==> src/sv/dtc_pkg.sv <==
// ----------------------------------------------------------------------------
// dtc_pkg
// Shared types and codes of the decision tree classifier: item and result
// layouts, node table entry, memory request and response groups.
// ----------------------------------------------------------------------------
package dtc_pkg;

  // Field widths fixed by the item format
  localparam int IDX_W     = 8;
  localparam int FIDX_W    = 4;
  localparam int VAL_W     = 16;
  localparam int CLS_W     = 8;
  localparam int PADDR_W   = 3;
  localparam int PDATA_W   = 32;

  // Operation codes
  localparam logic [1:0] OP_NODE_WR  = 2'd0;
  localparam logic [1:0] OP_FEAT_WR  = 2'd1;
  localparam logic [1:0] OP_CLASSIFY = 2'd2;

  // Result status codes
  localparam logic [1:0] ST_OK      = 2'd0;
  localparam logic [1:0] ST_MISSING = 2'd1;
  localparam logic [1:0] ST_LIMIT   = 2'd2;

  // Register index (paddr bit 2 selects the 32-bit word)
  localparam logic REG_ROOT = 1'b0;

  typedef struct packed {
    logic [1:0]              operation;
    logic [IDX_W-1:0]        node_index;
    logic                    node_is_leaf;
    logic [FIDX_W-1:0]       node_feature;
    logic signed [VAL_W-1:0] node_threshold;
    logic [IDX_W-1:0]        node_left;
    logic [IDX_W-1:0]        node_right;
    logic [CLS_W-1:0]        node_class;
    logic [FIDX_W-1:0]       feature_index;
    logic signed [VAL_W-1:0] feature_value;
  } dtc_in_t;

  typedef struct packed {
    logic [CLS_W-1:0] predicted_class;
    logic [1:0]       status;
  } dtc_out_t;

  // One node table entry (45 bits)
  typedef struct packed {
    logic                    leaf;
    logic [FIDX_W-1:0]       feat;
    logic signed [VAL_W-1:0] thr;
    logic [IDX_W-1:0]        left;
    logic [IDX_W-1:0]        right;
    logic [CLS_W-1:0]        cls;
  } node_entry_t;

  typedef struct packed {
    logic             wr_en;
    logic [IDX_W-1:0] wr_index;
    node_entry_t      wr_entry;
    logic             rd_en;
    logic [IDX_W-1:0] rd_index;
  } node_req_t;

  typedef struct packed {
    logic        ready;  // clearing pass done
    logic        hit;    // last read was in range and written
    node_entry_t entry;
  } node_rsp_t;

  typedef struct packed {
    logic                    wr_en;
    logic [FIDX_W-1:0]       wr_index;
    logic signed [VAL_W-1:0] wr_value;
    logic                    rd_en;
    logic [FIDX_W-1:0]       rd_index;
  } feat_req_t;

endpackage

==> src/sv/dtc_feat_mem.sv <==
// ----------------------------------------------------------------------------
// dtc_feat_mem
// Sample feature store: synchronous memory, one write and one read port,
// out-of-range feature indices read as zero.
// ----------------------------------------------------------------------------
module dtc_feat_mem #(
  parameter int FEATURE_COUNT = 16
) (
  input  logic                      clk_i,
  input  dtc_pkg::feat_req_t        req_i,
  output logic signed [dtc_pkg::VAL_W-1:0] value_o
);

  localparam int FW = (FEATURE_COUNT > 1) ? $clog2(FEATURE_COUNT) : 1;

  logic [dtc_pkg::VAL_W-1:0] mem_q [FEATURE_COUNT];

  logic                      wr_in_range;
  logic                      rd_in_range;
  logic [FW-1:0]             wr_addr;
  logic [FW-1:0]             rd_addr;
  logic [dtc_pkg::VAL_W-1:0] rd_data_q;
  logic                      rd_in_range_q;

  assign wr_in_range = int'(req_i.wr_index) < FEATURE_COUNT;
  assign rd_in_range = int'(req_i.rd_index) < FEATURE_COUNT;
  assign wr_addr     = FW'(req_i.wr_index);
  assign rd_addr     = FW'(req_i.rd_index);

  // Write port
  always_ff @(posedge clk_i) begin
    if (req_i.wr_en && wr_in_range) begin
      mem_q[wr_addr] <= req_i.wr_value;
    end
  end

  // Read port, registered
  always_ff @(posedge clk_i) begin
    if (req_i.rd_en) begin
      rd_in_range_q <= rd_in_range;
      rd_data_q     <= mem_q[rd_addr];
    end
  end

  assign value_o = rd_in_range_q ? $signed(rd_data_q) : '0;

endmodule

==> config.mk <==
export PLATFORM = sky130hd
export DESIGN_NAME = dtc_feat_mem
export DESIGN_NICKNAME = d
export VERILOG_FILES = /design/src/sv/dtc_pkg.sv /design/src/sv/dtc_feat_mem.sv
export SDC_FILE = /design/constraint.sdc
export NUM_CORES = 1
export LEC_CHECK = 0
export ABC_AREA = 1
export ABC_CLOCK_PERIOD_IN_PS = 3590
export BUFFER_PORTS_ARGS = -buffer_cell sky130_fd_sc_hd__buf_2
export CAP_MARGIN = 20
export CORE_ASPECT_RATIO = 1.1
export CORE_UTILIZATION = 50
export CTS_CLUSTER_SIZE = 12
export DETAILED_ROUTE_END_ITERATION = 10
export PLACE_DENSITY = 0.67
export REMOVE_ABC_BUFFERS = 1
export SYNTH_ARGS = -nofsm -noshare
export SYNTH_HDL_FRONTEND = slang
export SYNTH_SLANG_ARGS = --single-unit
export TNS_END_PERCENT = 30
==> constraint.sdc <==
create_clock -name clk_i -period 3.59 [get_ports clk_i]
set_input_delay 0.5385 -clock clk_i [delete_from_list [all_inputs] [get_ports clk_i]]
set_output_delay 0.5385 -clock clk_i [all_outputs]
set_load 0.05 [all_outputs]
==> results.py <==
metrics = {
    "run_status": {
        "status": "finished, final reports clean",
    },
    "synthesis": {
        "synthDistinctLibCells": 12,
        "netlist_area_sq_um": 11540,
        "syn_inst": 1074,
        "yosysWarnings": 0,
        "synth.yosys.seq_area_share_pct": 70.77,
        "synth_seq_cells": 272,
        "syn_avg_cell_area_sq_um": 10.75,
    },
    "routing": {
        "routed_wirelength_mm": 26.27,
        "post-route-drc-count": 0,
        "ant_nets": 0,
        "avgRoutedWirePerCell_microns": 18.36,
        "vias": 7454,
        "viasPerCell": 5.209,
        "drtIter0Drc": 658,
        "first_pass_iters": 5,
    },
    "worst_setup_path": {
        "critPathKind": "register to output pin",
        "slowest_delay_ps": 390,
        "crit_path_max_fanout": 1,
        "critPathBufInv": 1,
        "crit_family": "flip-flops",
        "path_cells": "buf_2",
        "critPathSlowestCell": "edfxtp_1",
        "arrival_ps": 1220,
        "cp_data_required_time_ps": 3050,
        "cp-end-kind": "output pin",
        "crit_path_start_kind": "register",
    },
    "sta": {
        "finalHoldViolations": 0,
        "min_period_ps": 1756,
        "rsz0062_at_grt": "no",
        "fin_worst_skew_ps": 6.349,
        "setup_viol": 0,
        "finalCritPeriodShare_pct": 48.91,
        "max_freq_mhz": 569.5,
        "tightest_slew_ps": 928.0,
        "slew_headroom_pct": 38.07,
        "fin_setup_tns_ps": 0,
        "drv_slew": 0,
    },
    "global_routing": {
        "track_usage_pct": 23.06,
        "overflow": 0,
        "antenna_found_initial": 1,
        "grt_pass1_wl_mm": 41.03,
        "grt_pass1_vias": 7287,
        "grt_start_max_net_pins": 101,
    },
    "finish": {
        "nNetsFinal": 1147,
        "synthToLayoutAreaGrowth_pct": 11.36,
        "fin_area_sq_um": 12850,
        "final_cells": 1431,
        "drive_above_1_share_pct": 10.40,
        "fill_cells": 1897,
        "fin_util_pct": 57.39,
    },
    "pwr": {
        "intPower_mw": 5.145,
        "power_mw": 6.616,
        "pwr-share-seq_pct": 54.4,
        "irDropWorstVdd_uv": 303.6,
        "clock_power_share_pct": 38.8,
        "powerDensity_nw_per_um2": 514.8,
        "p_leak_nw": 5.473,
        "netSwitchingPower_mw": 1.472,
        "switching_share_pct": 22.24,
        "pwr-share-comb_pct": 6.8,
    },
    "die": {
        "rows": 57,
        "fp.dieArea_sq_um": 23690,
        "dieHeight_microns": 161.3,
        "ioPinCount": 43,
        "initial_core_util_pct": 51.54,
        "fp.dieW_microns": 146.9,
        "coreArea_sq_um": 22390,
    },
    "clock_network": {
        "root_buffer": "clkbuf_16",
        "cts_resized": 0,
        "cts_num_sinks": 272,
        "clkTransAtPathRegs_ps": 60,
        "cts_tree": "built",
        "cts_max_level": 1,
        "cts_hold_buf": 0,
        "cts_setup_buffers": 0,
        "insertion_delay_ps": 540,
        "numCtsBuffers": 28,
        "cts_buffer_depth": 3,
    },
    "min_path": {
        "holdCritPathClass": "input pin to register",
    },
    "placed_design": {
        "dp_hpwl_mm": 14.34,
        "gp_routability_congestion": 0.8313,
        "dpl_cell_area_sq_um": 12060,
        "port_buffers": 42,
        "dp_cells": 1385,
    },
    "flow_run": {
        "maxCapViolCount": 0,
    },
}
==> cell families (layout without fill, tap and decap cells) <==
family	after synthesis	in the layout	share of synthesized area, %
buffers and inverters	249	310	9.085
flip-flops	272	272	70.77
other	0	1	0
AND/OR/NAND/NOR	553	553	20.14
==> routing by layer <==
| metal | vias to the layer above | global-route usage (%) | part of all wire (%) |
|---|---|---|---|
| li1 | 3563 | - | - |
| met1 | 3580 | 30.73 | 41 |
| met2 | 263 | 39.08 | 49 |
| met3 | 48 | 3.192 | 7.2 |
| met4 | 0 | 7.670 | 2.5 |
| met5 | - | 0 | 0 |
==> synth_stat cells, drive strengths merged <==
library cell	instances	share of area (%)
buf	41	2.3
inv	198	6.4
nand2	341	11
clkbuf	10	0.33
nor2	17	0.55
nand3	193	8.4
nand3b	2	0.13
edfxtp	272	71
==> power by group through the flow <==
stage / registers [mW] / logic, mW / clock network, mW
4_1_cts: 3.60 / 0.451 / 2.61
3_3_place_gp: 3.66 / 0.441 / 0
5_1_grt: 3.60 / 0.495 / 2.73
2_1_floorplan: 3.71 / 0.187 / 0
6_report: 3.60 / 0.448 / 2.57
3_5_place_dp: 3.67 / 0.449 / 0
==> final timing paths <==
check | cells past startpoint | slack, ps | startpoint | to
max | 1 | 1830 | rd_data_q[15]$_DFFE_PP_ | value_o[15]
min | 1 | 370 | req_i[15] | mem_q[10][10]$_DFFE_PP_
max reg2reg | 6 | 2410 | mem_q[7][15]$_DFFE_PP_ | rd_data_q[15]$_DFFE_PP_
min reg2reg | 6 | 730 | mem_q[11][2]$_DFFE_PP_ | rd_data_q[2]$_DFFE_PP_
==> through the flow <==
step                      hold WS, ps  setup slack [ps]
after floorplan                 637.4              1423
after global placement          711.2              1321
after detailed placement        718.7              1283
after CTS                       364.0              1795
after global routing            380.7              1801
final                           373.8              1834
==> final cells by class <==
cell class	instances	area, sq um	area share, %
well taps	295	369.1	2.872
clock inverters	8	35.03	0.2726
inverters	198	744.5	5.792
flip-flops and latches	272	8168	63.55
multi-input cells	553	2365	18.40
diodes	1	2.502	0.01947
clock buffers	37	755.7	5.880
repair buffers	67	412.9	3.213
==> cell usage in the layout (no fill, tap or decap) <==
cell type  synthesis  final
nand2_1          341    341
edfxtp_1         272    272
inv_1            196    196
nand3_1          193    193
buf_2             19     41
clkbuf_16          0     29
buf_4             18     25
nor2_2             0     16
clkbuf_1          10      8
clkinv_2           0      5
clkinv_1           0      4
nand3b_1           2      2
diode_2            0      1
inv_2              2      1
nor2_1            17      1
buf_12             0      1
==> registers in the layout, indices dropped and copies added, names as in the netlist <==
register / count
rd_data_q: 16
mem_q: 256
Note: power is estimated with default switching activity, not from simulation.
