[config.mk]
export PLATFORM = sky130hd
export DESIGN_NAME = dtc_walk
export DESIGN_NICKNAME = d
export VERILOG_FILES = /design/src/sv/dtc_pkg.sv /design/src/sv/dtc_walk.sv
export SDC_FILE = /design/constraint.sdc
export NUM_CORES = 1
export LEC_CHECK = 0
export ABC_AREA = 1
export BUFFER_PORTS_ARGS = -buffer_cell sky130_fd_sc_hd__buf_2
export CORE_AREA = 4 4 94 96
export DETAILED_ROUTE_END_ITERATION = 7
export DIE_AREA = 0 0 98 100
export PLACE_DENSITY = 0.71
export SYNTH_ARGS = -nofsm -noshare
export SYNTH_HDL_FRONTEND = slang
export SYNTH_SLANG_ARGS = --single-unit
[constraint.sdc]
create_clock -name clk_i -period 4.28 [get_ports clk_i]
set_clock_uncertainty 0.2 [all_clocks]
set_input_delay 0.428 -clock clk_i [delete_from_list [all_inputs] [get_ports clk_i]]
set_output_delay 0.428 -clock clk_i [all_outputs]
set_load 0.005 [all_outputs]
[src/sv/dtc_pkg.sv]
// ----------------------------------------------------------------------------
// dtc_pkg
// Shared types and codes of the decision tree classifier: item and result
// layouts, node table entry, memory request and response groups.
// ----------------------------------------------------------------------------
package dtc_pkg;

  // Field widths fixed by the item format
  localparam int IDX_W     = 8;
  localparam int FIDX_W    = 4;
  localparam int VAL_W     = 16;
  localparam int CLS_W     = 8;
  localparam int PADDR_W   = 3;
  localparam int PDATA_W   = 32;

  // Operation codes
  localparam logic [1:0] OP_NODE_WR  = 2'd0;
  localparam logic [1:0] OP_FEAT_WR  = 2'd1;
  localparam logic [1:0] OP_CLASSIFY = 2'd2;

  // Result status codes
  localparam logic [1:0] ST_OK      = 2'd0;
  localparam logic [1:0] ST_MISSING = 2'd1;
  localparam logic [1:0] ST_LIMIT   = 2'd2;

  // Register index (paddr bit 2 selects the 32-bit word)
  localparam logic REG_ROOT = 1'b0;

  typedef struct packed {
    logic [1:0]              operation;
    logic [IDX_W-1:0]        node_index;
    logic                    node_is_leaf;
    logic [FIDX_W-1:0]       node_feature;
    logic signed [VAL_W-1:0] node_threshold;
    logic [IDX_W-1:0]        node_left;
    logic [IDX_W-1:0]        node_right;
    logic [CLS_W-1:0]        node_class;
    logic [FIDX_W-1:0]       feature_index;
    logic signed [VAL_W-1:0] feature_value;
  } dtc_in_t;

  typedef struct packed {
    logic [CLS_W-1:0] predicted_class;
    logic [1:0]       status;
  } dtc_out_t;

  // One node table entry (45 bits)
  typedef struct packed {
    logic                    leaf;
    logic [FIDX_W-1:0]       feat;
    logic signed [VAL_W-1:0] thr;
    logic [IDX_W-1:0]        left;
    logic [IDX_W-1:0]        right;
    logic [CLS_W-1:0]        cls;
  } node_entry_t;

  typedef struct packed {
    logic             wr_en;
    logic [IDX_W-1:0] wr_index;
    node_entry_t      wr_entry;
    logic             rd_en;
    logic [IDX_W-1:0] rd_index;
  } node_req_t;

  typedef struct packed {
    logic        ready;  // clearing pass done
    logic        hit;    // last read was in range and written
    node_entry_t entry;
  } node_rsp_t;

  typedef struct packed {
    logic                    wr_en;
    logic [FIDX_W-1:0]       wr_index;
    logic signed [VAL_W-1:0] wr_value;
    logic                    rd_en;
    logic [FIDX_W-1:0]       rd_index;
  } feat_req_t;

endpackage

[src/sv/dtc_walk.sv]
// ----------------------------------------------------------------------------
// dtc_walk
// Item decode and tree walk sequencer: issues table writes, then walks the
// tree (node read, then a feature read for an inner node) and registers the result.
// ----------------------------------------------------------------------------
module dtc_walk #(
  parameter int MAX_DEPTH = 15
) (
  input  logic                            clk_i,
  input  logic                            rst_ni,
  input  logic                            start_i,
  input  dtc_pkg::dtc_in_t                item_i,
  input  logic [dtc_pkg::IDX_W-1:0]       root_i,
  output logic                            busy_o,
  output logic                            result_valid_o,
  output dtc_pkg::dtc_out_t               result_o,
  output dtc_pkg::node_req_t              node_req_o,
  input  dtc_pkg::node_rsp_t              node_rsp_i,
  output dtc_pkg::feat_req_t              feat_req_o,
  input  logic signed [dtc_pkg::VAL_W-1:0] feat_value_i
);

  localparam int VW = $clog2(MAX_DEPTH + 1);

  typedef enum logic [1:0] {
    S_IDLE,
    S_NODE,
    S_FEAT
  } state_e;

  state_e                   state_q;
  logic [VW-1:0]            visits_q;
  logic                     result_valid_q;
  dtc_pkg::dtc_out_t        result_q;

  logic                     accept;
  logic                     last_visit;
  logic                     go_left;
  logic [dtc_pkg::IDX_W-1:0] child;

  assign accept     = start_i && (state_q == S_IDLE) && node_rsp_i.ready;
  assign last_visit = (visits_q == VW'(MAX_DEPTH));

  // Branch decision: at or below threshold goes left
  assign go_left = feat_value_i <= node_rsp_i.entry.thr;
  assign child   = go_left ? node_rsp_i.entry.left : node_rsp_i.entry.right;

  // Node table requests
  always_comb begin
    node_req_o.wr_en             = accept && (item_i.operation == dtc_pkg::OP_NODE_WR);
    node_req_o.wr_index          = item_i.node_index;
    node_req_o.wr_entry.leaf     = item_i.node_is_leaf;
    node_req_o.wr_entry.feat     = item_i.node_feature;
    node_req_o.wr_entry.thr      = item_i.node_threshold;
    node_req_o.wr_entry.left     = item_i.node_left;
    node_req_o.wr_entry.right    = item_i.node_right;
    node_req_o.wr_entry.cls      = item_i.node_class;
    node_req_o.rd_en             = (accept && (item_i.operation == dtc_pkg::OP_CLASSIFY))
                                 || ((state_q == S_FEAT) && !last_visit);
    node_req_o.rd_index          = (state_q == S_FEAT) ? child : root_i;
  end

  // Feature store requests
  always_comb begin
    feat_req_o.wr_en    = accept && (item_i.operation == dtc_pkg::OP_FEAT_WR);
    feat_req_o.wr_index = item_i.feature_index;
    feat_req_o.wr_value = item_i.feature_value;
    feat_req_o.rd_en    = (state_q == S_NODE) && node_rsp_i.hit && !node_rsp_i.entry.leaf;
    feat_req_o.rd_index = node_rsp_i.entry.feat;
  end

  // Walk sequencer and result register
  always_ff @(posedge clk_i or negedge rst_ni) begin
    if (!rst_ni) begin
      state_q        <= S_IDLE;
      visits_q       <= '0;
      result_valid_q <= 1'b0;
      result_q       <= '0;
    end else begin
      result_valid_q <= 1'b0;
      case (state_q)
        S_IDLE: begin
          if (accept && (item_i.operation == dtc_pkg::OP_CLASSIFY)) begin
            visits_q <= '0;
            state_q  <= S_NODE;
          end
        end
        S_NODE: begin
          if (!node_rsp_i.hit) begin
            result_valid_q           <= 1'b1;
            result_q.predicted_class <= '0;
            result_q.status          <= dtc_pkg::ST_MISSING;
            state_q                  <= S_IDLE;
          end else if (node_rsp_i.entry.leaf) begin
            result_valid_q           <= 1'b1;
            result_q.predicted_class <= node_rsp_i.entry.cls;
            result_q.status          <= dtc_pkg::ST_OK;
            state_q                  <= S_IDLE;
          end else begin
            state_q <= S_FEAT;
          end
        end
        S_FEAT: begin
          if (last_visit) begin
            result_valid_q           <= 1'b1;
            result_q.predicted_class <= '0;
            result_q.status          <= dtc_pkg::ST_LIMIT;
            state_q                  <= S_IDLE;
          end else begin
            visits_q <= visits_q + 1'b1;
            state_q  <= S_NODE;
          end
        end
        default: begin
          state_q <= S_IDLE;
        end
      endcase
    end
  end

  assign busy_o         = (state_q != S_IDLE) || !node_rsp_i.ready;
  assign result_valid_o = result_valid_q;
  assign result_o       = result_q;

endmodule

==> results of run 1 <==
[what timing repair did]
| item | in CTS | in global routing |
|---|---|---|
| endpoints found under the setup margin | 0 | 0 |
| hold buffers | 1 | 0 |
| endpoints found under the hold margin | 17 | 0 |
[cell usage after synthesis, drive strengths merged]
cell,count
inv,47
xor2,2
a31oi,1
nor3,4
nor2,12
dfrtp,17
o21ai,5
nand4,9
o21a,2
o31ai,2
a21oi,10
nand2,69
clkbuf,2
a21o,1
ha,21
nand3b,1
buf,79
nand3,24
[final cells by class]
cell class,count,area (sq um),share of cell area [%]
clock buffer,3,41.29,1.868
clock inverter,1,5.005,0.2264
inverter,47,176.4,7.980
multi-input combinational,163,945.9,42.78
sequential,17,425.4,19.24
tap,105,131.4,5.942
timing repair buffer,96,485.5,21.96
[layer usage]
metal | vias to the layer above | share of wire, % | global-route usage, %
li1 | 928 | - | -
met3 | 50 | 8.9 | 3.197
met2 | 89 | 44 | 17.43
met4 | 0 | 5.4 | 6.922
met5 | - | 0 | 0
met1 | 777 | 41 | 13.30
[logic make-up (layout without fill, tap and decap cells)]
| logic type | count (synthesis) | after routing | synth area share (%) |
|---|---|---|---|
| AOI/OAI and AO/OA | 21 | 21 | 5.687 |
| xor gates and xnor gates | 2 | 2 | 0.8127 |
| adders and majority gates | 21 | 21 | 12.19 |
| buffers and inverters | 128 | 147 | 36.39 |
| DFF | 17 | 17 | 19.73 |
| and+or+nand+nor | 119 | 119 | 25.19 |
[worst min-delay path by stage]
stage              startpoint                       end  slack (ns)
6_report       node_rsp_i[45]   result_o[0]$_DFFE_PN0P_        0.17
5_1_grt        node_rsp_i[45]   result_o[0]$_DFFE_PN0P_        0.17
4_1_cts        node_rsp_i[45]   result_o[0]$_DFFE_PN0P_        0.16
3_5_place_dp           rst_ni   result_o[9]$_DFFE_PN0P_        0.17
3_3_place_gp           rst_ni  result_valid_o$_DFF_PN0_        0.17
2_1_floorplan          rst_ni   result_o[0]$_DFFE_PN0P_       -0.07
[flip-flops by register name, summed over array words and instances, names as in the netlist]
register / flops
state_q: 2
result_o: 10
visits_q: 4
result_valid_o: 1
[where the power goes]
part | internal [uW] | switching (uW)
logic | 188 | 280
clock network | 64.7 | 57.8
registers | 227 | 38.4
total | 480 | 376
[placed cells by master (no fill, tap or decap), types with 2 or more instances in the layout]
master	instances
buf_2	95
nand2_1	68
inv_1	47
nand3_1	21
ha_1	21
dfrtp_1	17
nor2_1	12
a21oi_1	9
nand4_1	9
o21ai_0	5
nor3_1	3
clkbuf_8	3
o21a_1	2
nand3_2	2
xor2_1	2
o31ai_1	2
[metrics by stage]
stage               total power, uW  instance area, sq um  setup WS [ns]
floorplan                     628.8                  2156          1.987
global placement              726.9                  2155          1.577
detailed placement            744.2                  2155          1.548
CTS                           871.3                  2211          1.548
global route                  954.5                  2211          1.305
finish                        855.7                  2211          1.567
==> impl_metrics.py, run 1 <==
metrics = {
    "setup_path": {
        "r2r_start": "state_q[0]$_DFFE_PN0P_",
        "crit_chain": "buf_2 > inv_1 > ha_1 > a21oi_1 > o21ai_0 > a21oi_1 > nand3_2 > nand3_4 > nand2_1 > nand3_1 > nand2_1 > buf_2",
        "crit_family": "simple AND/OR/NAND/NOR gates",
        "slowest_delay_ns": 0.33,
        "crit_slowest_cell": "ha_1",
        "r2r_cells": 7,
        "critPathBufInv": 3,
        "cp-end-kind": "primary output",
        "endpoint": "node_req_o[3]",
        "crit_fanout": 9,
        "critPathLaunchType": "input port",
        "worstPathArrival_ns": 2.09,
        "crit_start": "node_rsp_i[39]",
        "cp.depth": 12,
        "r2r_end": "result_o[0]$_DFFE_PN0P_",
        "critical_path_class": "in -> out",
        "worst_ep_required_time_ns": 3.65,
        "r2r_setup_slack_ns": 1.66,
    },
    "clocking": {
        "cts_sinks": 17,
        "clk_pin_slew_worst_paths_ns": 0.07,
        "cts_setup_buffers": 0,
        "numCtsBuffers": 3,
        "clkLatencyLatePin_ns": 0.26,
        "cts_root_buf": "clkbuf_8",
        "htree_levels": 1,
        "tritoncts": "yes",
        "ctsResizeCount": 0,
        "cts_buffer_depth": 2,
    },
    "synth": {
        "syn_avg_cell_area_sq_um": 6.999,
        "synthCells": 308,
        "ys_seq_elements": 17,
        "syn_area_sq_um": 2156,
        "synthDistinctLibCells": 25,
        "synth_top_area_cell": "buf_4",
        "ys_warn_count": 0,
        "synth_top_area_share_pct": 27.16,
        "yosysSeqAreaShare_pct": 19.73,
        "synth_fp_nets": 478,
        "synth.area.top_cells": "buf_4, dfrtp_1, ha_1",
    },
    "final_layout": {
        "utilization_pct": 27.46,
        "finalNetCount": 498,
        "n_antenna_cell": 0,
        "drive_above_1_share_pct": 32.11,
        "areaGrowthSynthToFinish_pct": 2.554,
        "final.fill_count": 887,
        "fin_cells": 432,
    },
    "timing": {
        "whs_ns": 0.1688,
        "setup_viol_count_final": 0,
        "hold_viol": 0,
        "slew_viol_final": 0,
        "fin_crit_sh_pct": 63.40,
        "worstMarginPinSlew_ns": 0.5445,
        "slew_headroom_pct": 63.70,
        "fin_setup_tns_ns": 0,
        "max_freq_mhz": 368.5,
        "rsz0062_at_grt": "no",
        "min_period_ns": 2.713,
    },
    "placed_design": {
        "gp_congestion": 0.8135,
        "port_buffers": 95,
        "placedCellCount": 427,
        "post-dp-hpwl_mm": 4.763,
    },
    "detailed_routing": {
        "firstDrtPassIters": 4,
        "ant_nets": 0,
        "post_drt_wl_per_cell_microns": 12.87,
        "drtIter0Drc": 58,
        "drc": 0,
        "route.vias.total": 1844,
        "viasPerCell": 4.269,
        "wirelength_mm": 5.561,
    },
    "power_and_ir_drop": {
        "power_leakage_uw": 0.001372,
        "ir_drop_v": 0.0001380,
        "p_per_area_nw_per_um2": 387.0,
    },
    "die": {
        "die-area_sq_um": 9800,
        "start_util_pct": 26.78,
        "core-area_sq_um": 8051,
        "fp-row-count": 33,
        "dieHeight_microns": 100,
        "io_pins": 250,
        "die-width_microns": 98,
    },
    "flow_run": {
        "max-cap-violations": 0,
    },
    "grt": {
        "antenna_found_initial": 0,
        "grt_pass1_wl_mm": 8.894,
        "grt-ovfl-total": 0,
        "grt.total_usage_pct": 11.08,
        "grt_pass1_vias": 1869,
        "grt_max_degree": 18,
    },
    "status": {
        "status": "finished clean",
    },
    "hold_path": {
        "holdPathStages": 2,
        "worstHoldPathType": "in -> reg",
    },
}
No activity file was read; power rests on OpenSTA's default activity.
==> inputs of run 2 (changes only) <==
--- a/config.mk
+++ b/config.mk
@@ -5,11 +5,11 @@
 export SDC_FILE = /design/constraint.sdc
 export NUM_CORES = 1
 export LEC_CHECK = 0
-export ABC_AREA = 1
+export ABC_AREA = 0
 export BUFFER_PORTS_ARGS = -buffer_cell sky130_fd_sc_hd__buf_2
-export CORE_AREA = 4 4 94 96
+export CORE_AREA = 4 4 96 98
 export DETAILED_ROUTE_END_ITERATION = 7
-export DIE_AREA = 0 0 98 100
+export DIE_AREA = 0 0 100 102
 export PLACE_DENSITY = 0.71
 export SYNTH_ARGS = -nofsm -noshare
 export SYNTH_HDL_FRONTEND = slang
==> constraint.sdc (replaced) <==
create_clock -name clk_i -period 2.7 [get_ports clk_i]
set_clock_uncertainty 0.2 [all_clocks]
set_input_delay 0.27 -clock clk_i [delete_from_list [all_inputs] [get_ports clk_i]]
set_output_delay 0.27 -clock clk_i [all_outputs]
set_load 0.005 [all_outputs]
==> impl_metrics.py, run 2 <==
metrics = {
    "status": {
        "status": "finished clean",
    },
    "synth": {
        "synthDistinctLibCells": 38,
        "synth_top_area_share_pct": 24.79,
        "synthCells": 312,
        "yosysMostFrequentCell": "buf_4",
        "ys_seq_elements": 17,
        "ys_warn_count": 0,
        "synthTopCellsByCount": "buf_4, nand2_1, inv_1, ha_1, dfrtp_1",
        "syn_area_sq_um": 2332,
        "synth.area.top_cells": "buf_4, dfrtp_1, ha_1",
        "synth_top_area_cell": "buf_4",
        "ys_async_sr_fraction_pct": 100.0,
        "yosysSeqAreaShare_pct": 18.24,
        "synth_fp_nets": 482,
        "ys.flop_type": "dfrtp_1",
        "synth_edf_count": 0,
        "syn_avg_cell_area_sq_um": 7.475,
    },
    "die": {
        "dieHeight_microns": 102,
        "die-area_sq_um": 10200,
        "core-area_sq_um": 8466,
        "die-width_microns": 100,
        "start_util_pct": 27.55,
        "fp-row-count": 34,
        "io_pins": 250,
    },
    "placed_design": {
        "place_ws_ns": 0.02366,
        "placedCellCount": 434,
        "gp_congestion": 0.8330,
        "port_buffers": 95,
        "post-dp-hpwl_mm": 4.774,
    },
    "detailed_routing": {
        "wirelength_mm": 6.022,
        "post_drt_wl_per_cell_microns": 13.69,
        "drc": 0,
        "firstDrtPassIters": 4,
        "route.vias.total": 2087,
        "viasPerCell": 4.743,
        "ant_nets": 0,
        "drtIter0Drc": 24,
    },
    "final_layout": {
        "areaGrowthSynthToFinish_pct": 6.438,
        "fin_cells": 440,
        "finalNetCount": 503,
        "multiInputGateArea_sq_um": 1225,
        "seqCellArea_sq_um": 425.4,
        "largest_register_ff_count": 10,
        "final_cell_mix": "buf_2, nand2_1, inv_1, ha_1, dfrtp_1",
        "final.fill_count": 928,
        "utilization_pct": 29.32,
        "n_antenna_cell": 0,
        "drive_above_1_share_pct": 36.45,
        "final_common_cell": "buf_2",
    },
    "hold_path": {
        "holdPathStages": 2,
        "worstHoldPathType": "in -> reg",
    },
    "power_and_ir_drop": {
        "p_per_area_nw_per_um2": 479.6,
        "power_leakage_uw": 0.001285,
        "ir_drop_v": 0.0004620,
    },
    "timing": {
        "min_period_ns": 2.618,
        "setup_viol_count_final": 0,
        "slew_headroom_pct": 56.21,
        "max_freq_mhz": 382.0,
        "worstMarginPinSlew_ns": 0.6568,
        "slew_viol_final": 0,
        "whs_ns": 0.04522,
        "hold_viol": 0,
        "layout_setup_ws_ns": 0.08237,
        "fin_crit_sh_pct": 96.95,
    },
    "setup_path": {
        "critical_path_class": "in -> out",
        "worst_ep_required_time_ns": 2.23,
        "r2r_setup_slack_ns": 0.43,
        "r2r_end": "visits_q[3]$_DFFE_PN0P_",
        "r2r_cells": 7,
        "crit_start": "node_rsp_i[37]",
        "r2r_start": "state_q[0]$_DFFE_PN0P_",
        "crit_fanout": 6,
        "critPathLaunchType": "input port",
        "worstPathArrival_ns": 2.15,
        "endpoint": "node_req_o[5]",
        "cp-end-kind": "primary output",
    },
    "grt": {
        "antenna_found_initial": 0,
        "grt_pass1_wl_mm": 9.149,
        "grt.total_usage_pct": 10.65,
        "grt-ovfl-total": 0,
        "grt_max_degree": 46,
        "grt_pass1_vias": 2020,
    },
    "clocking": {
        "cts_root_buf": "clkbuf_8",
        "numCtsBuffers": 3,
        "cts_setup_buffers": 0,
        "tritoncts": "yes",
        "clkLatencyLatePin_ns": 0.24,
        "htree_levels": 1,
        "cts_sinks": 17,
        "clk_pin_slew_worst_paths_ns": 0.06,
        "cts_buffer_depth": 2,
    },
    "flow_run": {
        "max-cap-violations": 0,
    },
}
[run 2: changes by cell type in the layout (fill, tap and decap cells not counted), sizes merged, moves of 9 or more]
cell / change
buf: +9
inv: -25
nand2: -25
nand3: -11
nor2b: +10
[run 2: worst min path at each step]
stage | from | endpoint | slack (ns)
after global routing | node_rsp_i[45] | result_o[0]$_DFFE_PN0P_ | 0.04
after floorplan | rst_ni | result_o[0]$_DFFE_PN0P_ | -0.23
after detailed placement | rst_ni | result_o[1]$_DFFE_PN0P_ | 0.01
after CTS | node_rsp_i[45] | result_o[0]$_DFFE_PN0P_ | 0.04
final | node_rsp_i[45] | result_o[0]$_DFFE_PN0P_ | 0.05
after global placement | rst_ni | state_q[1]$_DFFE_PN0P_ | 0.01
[run 2: area by class of cell]
class	count	area share (%)
clock buffer	4	1.815
inverter	22	3.327
multi-input combinational	184	49.34
sequential	17	17.14
tap	108	5.444
timing repair buffer	105	22.93
[run 2: routing by layer]
| metal | part of all wire (%) | vias to the layer above | track usage, % |
|---|---|---|---|
| met4 | 2.0 | 0 | 4.249 |
| met3 | 8.1 | 24 | 2.457 |
| met2 | 51 | 83 | 19.14 |
| li1 | - | 1030 | - |
| met5 | 0 | - | 0 |
| met1 | 39 | 950 | 12.24 |
[run 2: power by group]
group          switching, uW  internal (uW)
Sequential              34.4            317
Clock                   79.7            104
Combinational            359            296
[run 2: cells by family (layout without fill, tap and decap cells)]
group | count (synthesis) | in the layout | share of synthesized area, %
compound gates | 55 | 56 | 14.65
fa+ha+maj | 21 | 21 | 11.27
buf+inv | 112 | 131 | 31.44
flops | 17 | 17 | 18.24
simple gates | 107 | 107 | 24.41
[run 2: timing repair]
| item | 4_1_cts | 5_1_grt |
|---|---|---|
| gates resized for setup | 0 | 10 |
| setup endpoints to repair | 0 | 8 |
| endpoints found under the hold margin | 17 | 0 |
| hold buffers | 1 | 0 |
[run 2: critical path, cell delays in order]
cell and delay (ns):
buf_2 0.08, inv_1 0.03, ha_1 0.33, a21o_1 0.22, a221o_2 0.47, or4_1 0.54
nand3_1 0.10, buf_2 0.11
[run 2: through the flow]
stage	cell area, sq um	power (uW)	TNS [ns]
3_5_place_dp	2372	1002	0
4_1_cts	2427	1191	0
5_1_grt	2482	1311	-0.04006
3_3_place_gp	2372	983.2	0
6_report	2482	1191	0
2_1_floorplan	2332	844.2	0
